## config.mk

```make
export PLATFORM = sky130hd
export DESIGN_NAME = lmq_ctrl
export DESIGN_NICKNAME = d
export VERILOG_FILES = /design/src/design/lmq_pkg.sv /design/src/design/lmq_ctrl.sv
export SDC_FILE = /design/constraint.sdc
export NUM_CORES = 1
export LEC_CHECK = 0
export BUFFER_PORTS_ARGS = -buffer_cell sky130_fd_sc_hd__buf_4
export CAP_MARGIN = 20
export CELL_PAD_IN_SITES_DETAIL_PLACEMENT = 1
export CELL_PAD_IN_SITES_GLOBAL_PLACEMENT = 1
export CORE_MARGIN = 2
export CORE_UTILIZATION = 31
export DETAILED_ROUTE_END_ITERATION = 6
export GPL_ROUTABILITY_DRIVEN = 0
export PLACE_DENSITY_LB_ADDON = 0.1
export SYNTH_ARGS = -nofsm -noshare
export SYNTH_HDL_FRONTEND = slang
export SYNTH_SLANG_ARGS = --single-unit
```

## constraint.sdc

```tcl
create_clock -name clock -period 4 [get_ports clock]
set_input_delay 0.4 -clock clock [delete_from_list [all_inputs] [get_ports clock]]
set_output_delay 0.4 -clock clock [all_outputs]
set_load 0.005 [all_outputs]
```

## src/design/lmq_pkg.sv

```systemverilog
// lmq_pkg: shared types and codes of the linked message queue.
// Beat structs, controller command and status structs, status codes.
// No dependencies.
`timescale 1ns / 1ps

package lmq_pkg;

   localparam int SLOTS_DEF     = 16;
   localparam int MSG_BYTES_DEF = 32;
   localparam int LEN_W         = 7;

   // func field of a request beat
   localparam logic FUNC_SEND = 1'b0;
   localparam logic FUNC_RECV = 1'b1;

   // kind field of a response beat
   localparam logic KIND_SEND = 1'b0;
   localparam logic KIND_RECV = 1'b1;

   // status codes
   localparam logic [1:0] STAT_OK       = 2'd0;
   localparam logic [1:0] STAT_SIZE     = 2'd1;
   localparam logic [1:0] STAT_FULL     = 2'd2;
   localparam logic [1:0] STAT_NO_MORE  = 2'd3;

   typedef struct packed {
      logic       func;
      logic [7:0] data_byte;
      logic [7:0] msg_length;
      logic       last_byte;
   } lmq_req_type;

   typedef struct packed {
      logic             kind;
      logic [1:0]       status;
      logic [7:0]       out_byte;
      logic [LEN_W-1:0] out_length;
      logic             byte_valid;
      logic             last_result;
   } lmq_rsp_type;

   // controller -> datapath
   typedef struct packed {
      logic       send_step;    // accepted send beat: start / store byte
      logic       pop_free;     // take next free-list head from link read
      logic       append_link;  // store length, terminate filled slot
      logic       append_tail;  // link old tail to filled slot
      logic       rx_start;     // read link of dummy head
      logic       rx_link;      // advance head, free old dummy
      logic       rx_len;       // latch message length, read first byte
      logic       rx_byte;      // present one message byte
      logic       set_sts;      // latch a single status result
      logic       sts_kind;
      logic [1:0] sts_code;
      logic       emit_sts;     // present latched status result
   } lmq_cmd_type;

   // datapath -> controller
   typedef struct packed {
      logic [1:0] send_fault;   // fault of the message this beat belongs to
      logic       send_take;    // beat starts a message and takes a slot
      logic       rx_cap_low;
      logic       queue_empty;
      logic       rsp_free;
      logic       rx_len_zero;
      logic       rx_last;
   } lmq_sts_type;

endpackage

```

## src/design/lmq_ctrl.sv

```systemverilog
// lmq_ctrl: sequencing state machine of the linked message queue.
// Drives lmq_cmd_type from request beats and lmq_sts_type. Uses lmq_pkg.
`timescale 1ns / 1ps

module lmq_ctrl (
   input  logic                clock,
   input  logic                reset,
   input  logic                req_valid,
   output logic                req_ready,
   input  lmq_pkg::lmq_req_type req_data,
   input  lmq_pkg::lmq_sts_type sts,
   output lmq_pkg::lmq_cmd_type cmd
);

   import lmq_pkg::*;

   typedef enum logic [7:0] {
      S_IDLE     = 8'b0000_0001,
      S_POP      = 8'b0000_0010,
      S_APP_LINK = 8'b0000_0100,
      S_APP_TAIL = 8'b0000_1000,
      S_EMIT     = 8'b0001_0000,
      S_RX_LINK  = 8'b0010_0000,
      S_RX_LEN   = 8'b0100_0000,
      S_RX_BYTE  = 8'b1000_0000
   } lmq_state_type;

   lmq_state_type state_ff, state_in;
   logic          last_ff, last_in;   // last_byte of the beat being finished

   assign req_ready = (state_ff == S_IDLE);

   always_comb begin
      cmd      = '0;
      state_in = state_ff;
      last_in  = last_ff;
      case (state_ff)
         S_IDLE: begin
            if (req_valid) begin
               if (req_data.func == FUNC_SEND) begin
                  cmd.send_step = 1'b1;
                  last_in       = req_data.last_byte;
                  if (sts.send_take) begin
                     state_in = S_POP;
                  end else if (req_data.last_byte) begin
                     if (sts.send_fault == STAT_OK) begin
                        state_in = S_APP_LINK;
                     end else begin
                        cmd.set_sts  = 1'b1;
                        cmd.sts_kind = KIND_SEND;
                        cmd.sts_code = sts.send_fault;
                        state_in     = S_EMIT;
                     end
                  end
               end else if (sts.rx_cap_low) begin
                  cmd.set_sts  = 1'b1;
                  cmd.sts_kind = KIND_RECV;
                  cmd.sts_code = STAT_SIZE;
                  state_in     = S_EMIT;
               end else if (sts.queue_empty) begin
                  cmd.set_sts  = 1'b1;
                  cmd.sts_kind = KIND_RECV;
                  cmd.sts_code = STAT_NO_MORE;
                  state_in     = S_EMIT;
               end else begin
                  cmd.rx_start = 1'b1;
                  state_in     = S_RX_LINK;
               end
            end
         end
         S_POP: begin
            cmd.pop_free = 1'b1;
            state_in     = last_ff ? S_APP_LINK : S_IDLE;
         end
         S_APP_LINK: begin
            cmd.append_link = 1'b1;
            state_in        = S_APP_TAIL;
         end
         S_APP_TAIL: begin
            cmd.append_tail = 1'b1;
            cmd.set_sts     = 1'b1;
            cmd.sts_kind    = KIND_SEND;
            cmd.sts_code    = STAT_OK;
            state_in        = S_EMIT;
         end
         S_EMIT: begin
            if (sts.rsp_free) begin
               cmd.emit_sts = 1'b1;
               state_in     = S_IDLE;
            end
         end
         S_RX_LINK: begin
            cmd.rx_link = 1'b1;
            state_in    = S_RX_LEN;
         end
         S_RX_LEN: begin
            if (sts.rx_len_zero) begin
               cmd.set_sts  = 1'b1;
               cmd.sts_kind = KIND_RECV;
               cmd.sts_code = STAT_OK;
               state_in     = S_EMIT;
            end else begin
               cmd.rx_len = 1'b1;
               state_in   = S_RX_BYTE;
            end
         end
         S_RX_BYTE: begin
            if (sts.rsp_free) begin
               cmd.rx_byte = 1'b1;
               if (sts.rx_last) begin
                  state_in = S_IDLE;
               end
            end
         end
         default: begin
            state_in = S_IDLE;
         end
      endcase
   end

   always_ff @(posedge clock) begin
      if (reset) begin
         state_ff <= S_IDLE;
         last_ff  <= 1'b0;
      end else begin
         state_ff <= state_in;
         last_ff  <= last_in;
      end
   end

endmodule

```

# After elaboration in Yosys (flattened, before gate mapping)
# Cells that the tools add are included.
# classes
n_lt_le_gt_ge	0
n_eq_ne	13
n_mul	0
bitwise_logic	1
addsub	0
muxes	39
div	0
reduce_logical	3
shift	0
# op_table
op	n
8-bit two-way mux	9
8-bit one-hot mux with 8 select lines	1
4-bit two-way mux	8
1-bit two-way mux	17
4-bit one-hot mux with 3 select lines	1
8-bit by 1-bit equality test with 1-bit output, second input constant	1
8-bit by 2-bit equality test with 1-bit output, second input constant	1
8-bit by 3-bit equality test with 1-bit output, second input constant	1
8-bit by 4-bit equality test with 1-bit output, second input constant	1
8-bit by 5-bit equality test with 1-bit output, second input constant	1
8-bit by 6-bit equality test with 1-bit output, second input constant	1
8-bit by 7-bit equality test with 1-bit output, second input constant	1
8-bit equality test, second input constant	1
2-bit inequality test, second input constant	4
6-bit two-way mux	1
5-bit two-way mux	1
5-bit AND reduction	1
4-bit by 1-bit inequality test with 1-bit output, second input constant	1
3-bit two-way mux	1
3-bit AND reduction	1
2-bit logical NOT	1
1-bit inverter	1
# word_totals
wordCells	58
ramBits	0
romBits	0
ff_bits	9
latchBits	0
out_inout_bits	14
memories	0
input_bits	29

# Depth between registers and ports, before layout
# logic_depth
ltp_word	7
depth_mapped	5
ltp_nobuf	4

# Least setup slack after synthesis
# No wires, ideal clock.
# synth_path
path_kind	register -> output
start	register state_ff[7]
end	output port cmd[4] in the netlist's numbering
arrival_ns	1.260
path_stages_with_launch	6
required_time_ns	3.600
n_path_buf	1
setup_slack_ns	2.340
cell_sequence	dfxtp_1 -> buf_6 -> nor4b_4 -> nand3_4 -> a211o_1 -> nand2_1
# synth_lines
item	line_no	source
from (decl)	lmq_ctrl.sv:28	lmq_state_type state_ff, state_in;
from (signal assigned)	lmq_ctrl.sv:126	state_ff <= state_in;
to (decl)	lmq_ctrl.sv:12	output lmq_pkg::lmq_cmd_type cmd

==> impl_metrics.ini <==
[worst_setup_path]
crit_required_ns = 3.60
worstSetupPathType = flop to primary output
cp-start-kind = flop
cp-end-kind = primary output
arrival_ns = 1.79
worstPathMaxFanout = 7

[detailed_routing]
ant_nets = 0
drt-pass1-iter-count = 3
drtIter0Drc = 3
vias_per_cell = 5.385
wl_per_cell_um = 14.24
drc_errors = 0
wirelength_mm = 2.037
vias = 770

[synthesis]
ys.flop_type = dfxtp_1
synth-seq-cells = 9
synth_warnings = 0
synth_edf_count = 0
syn_area_um2 = 709.4
post_synth_num_cell_types = 39
syn_inst = 88
yosys-top-cells-area = dfxtp_1 (25%), nor2_1 (7.4%), nand2_1 (4.8%), a211o_1 (3.7%), nor4b_1 (3.7%)
synth_nets = 117
yosys.area.top_type = dfxtp_1
synth_seq_area_share = 0.2540
yosysTopAreaCellShare = 0.2540
syn_avg_cell_area_um2 = 8.062
async_reset_ff_frac = 0

[pwr]
internal_power_uw = 174.1
leakagePower_uw = 0.0004364
power.density_nw_per_um2 = 269.5
p_clk_frac = 0.279
combPwrFrac = 0.326
switching_share = 0.3162
totalPowerFinal_uw = 254.5
vdd_drop_max_mv = 0.1069
pwr-share-seq = 0.395
p_switching_uw = 80.50

[clock_tree]
clock_latency_ns = 0.26
htreeDepth = 1
cts_sinks = 9
cts_tree = done
clockBufferDepth = 2
clockRootBuffer = clkbuf_4
cts_setup_buffers = 0
clkTransAtPathRegs_ns = 0.06
ctsResizeCount = 0
numCtsBuffers = 3
ctsHoldBuffers = 0

[hold_path]
min_path_type = input pin to flop

[grt]
grt_max_degree = 10
grt_pass1_vias = 818
grt_first_pass_wirelength_mm = 3.525
antenna_found_initial = 0
grt_overflow = 0
grt.total_usage = 0.1724

[sta]
setup_viol = 0
rsz0062_at_grt = no
fin_crit_ns = 2.193
final_max_slew_viol_count = 0
holdWs_ns = 0.3536
finalHoldViolations = 0
fmax_mhz = 455.9
fin_worst_skew_ns = 0.0008736
fin_tns_setup_ns = 0
maxSlewHeadroom = 0.6555
tightestPinTransition_ns = 0.5096
finalCritPeriodShare = 0.5483

[layout]
utilization = 0.4312
nNetsFinal = 145
mostFrequentLayoutCell = buf_4
drive_above_1_share = 0.3304
layout_common_cells = buf_4 (26), nor2_1 (14), nand2_1 (9), dfxtp_1 (9), inv_1 (5)
synthToLayoutAreaGrowth_pct = 33.16
n_antenna_cell = 0

[floorplan]
dieArea_um2 = 2687
die_x_um = 51.84
rows = 17
start_util = 0.3238
io_pins = 43
die_h_um = 51.84
coreArea_um2 = 2191

[outcome]
run_status = finished clean

[placement]
dp_hpwl_mm = 1.715
portBuffers = 26

[run]
drv_cap = 0
## worst paths after layout
path                                 start                       end  slack, ns  depth (start not counted)
hold reg to reg       last_ff$_SDFFE_PP0P_      last_ff$_SDFFE_PP0P_       0.62                          2
setup reg to reg  state_ff[4]$_SDFFE_PP0P_  state_ff[0]$_SDFFE_PP1P_       2.39                          4
setup / recovery  state_ff[4]$_SDFFE_PP0P_                    cmd[4]       1.81                          5
hold / removal                       reset  state_ff[4]$_SDFFE_PP0P_       0.35                          2
## kinds of logic (layout without fill, tap and decap cells)
logic type / Yosys count / in the layout / synth area share
AO/OA/AOI/OAI: 19 / 19 / 0.1940
flip-flops: 9 / 9 / 0.2540
XOR/XNOR: 1 / 1 / 0.01235
buffers and inverters: 8 / 35 / 0.05644
multiplexers: 1 / 1 / 0.01411
AND/OR/NAND/NOR: 50 / 50 / 0.4692
## sequential cells by signal (all words and copies together) (netlist names)
register and cells:
state_ff 8, last_ff 1
## synth_stat cells, types with 2 or more instances
| cell | count |
|---|---|
| nand3_1 | 2 |
| nor4b_1 | 3 |
| a31oi_1 | 2 |
| nor3_1 | 4 |
| o21ai_0 | 2 |
| buf_2 | 2 |
| inv_1 | 5 |
| dfxtp_1 | 9 |
| o31ai_1 | 2 |
| nand2_1 | 9 |
| and3_1 | 2 |
| a211o_1 | 3 |
| a21oi_1 | 4 |
| nor2_1 | 14 |
## power by group through the flow
stage / combinational (µW) / clock, µW / sequential [µW]
final: 82.9 / 71.0 / 101
after global routing: 93.3 / 77.0 / 101
after CTS: 84.7 / 73.2 / 101
after detailed placement: 84.3 / 0 / 103
after global placement: 82.9 / 0 / 102
after floorplan: 51.4 / 0 / 99.1
## metrics by stage
| stage | cells | area [µm²] | worst slack [ns] |
|---|---|---|---|
| after floorplan | 88 | 709.4 | 2.340 |
| after global placement | 139 | 918.4 | 2.096 |
| after detailed placement | 139 | 918.4 | 2.100 |
| after CTS | 143 | 944.7 | 1.800 |
| after global routing | 143 | 944.7 | 1.643 |
| final | 143 | 944.7 | 1.807 |
## worst max-delay path: stages, from the launching register on
cell and delay, ns:
dfxtp_1 0.39, nor4_4 0.50, nand3_4 0.15, a211o_1 0.32
nand2_1 0.07, buf_4 0.10
## metal layers
metal / global-route usage / vias up / share of wire
met2: 0.3080 / 19 / 0.51
met3: 0.01724 / 5 / 0.032
met4: 0.07456 / 0 / 0.020
met5: 0 / - / 0
li1: - / 383 / -
met1: 0.2063 / 363 / 0.44
## layout make-up
class	instances	area, µm²
Fill cell	285	1246
Multi-Input combinational cell	71	489.2
Timing Repair Buffer	26	195.2
Sequential cell	9	180.2
Tap cell	28	35.03
Clock buffer	4	26.28
Inverter	5	18.77
Note: power is estimated with default switching activity, not from simulation.
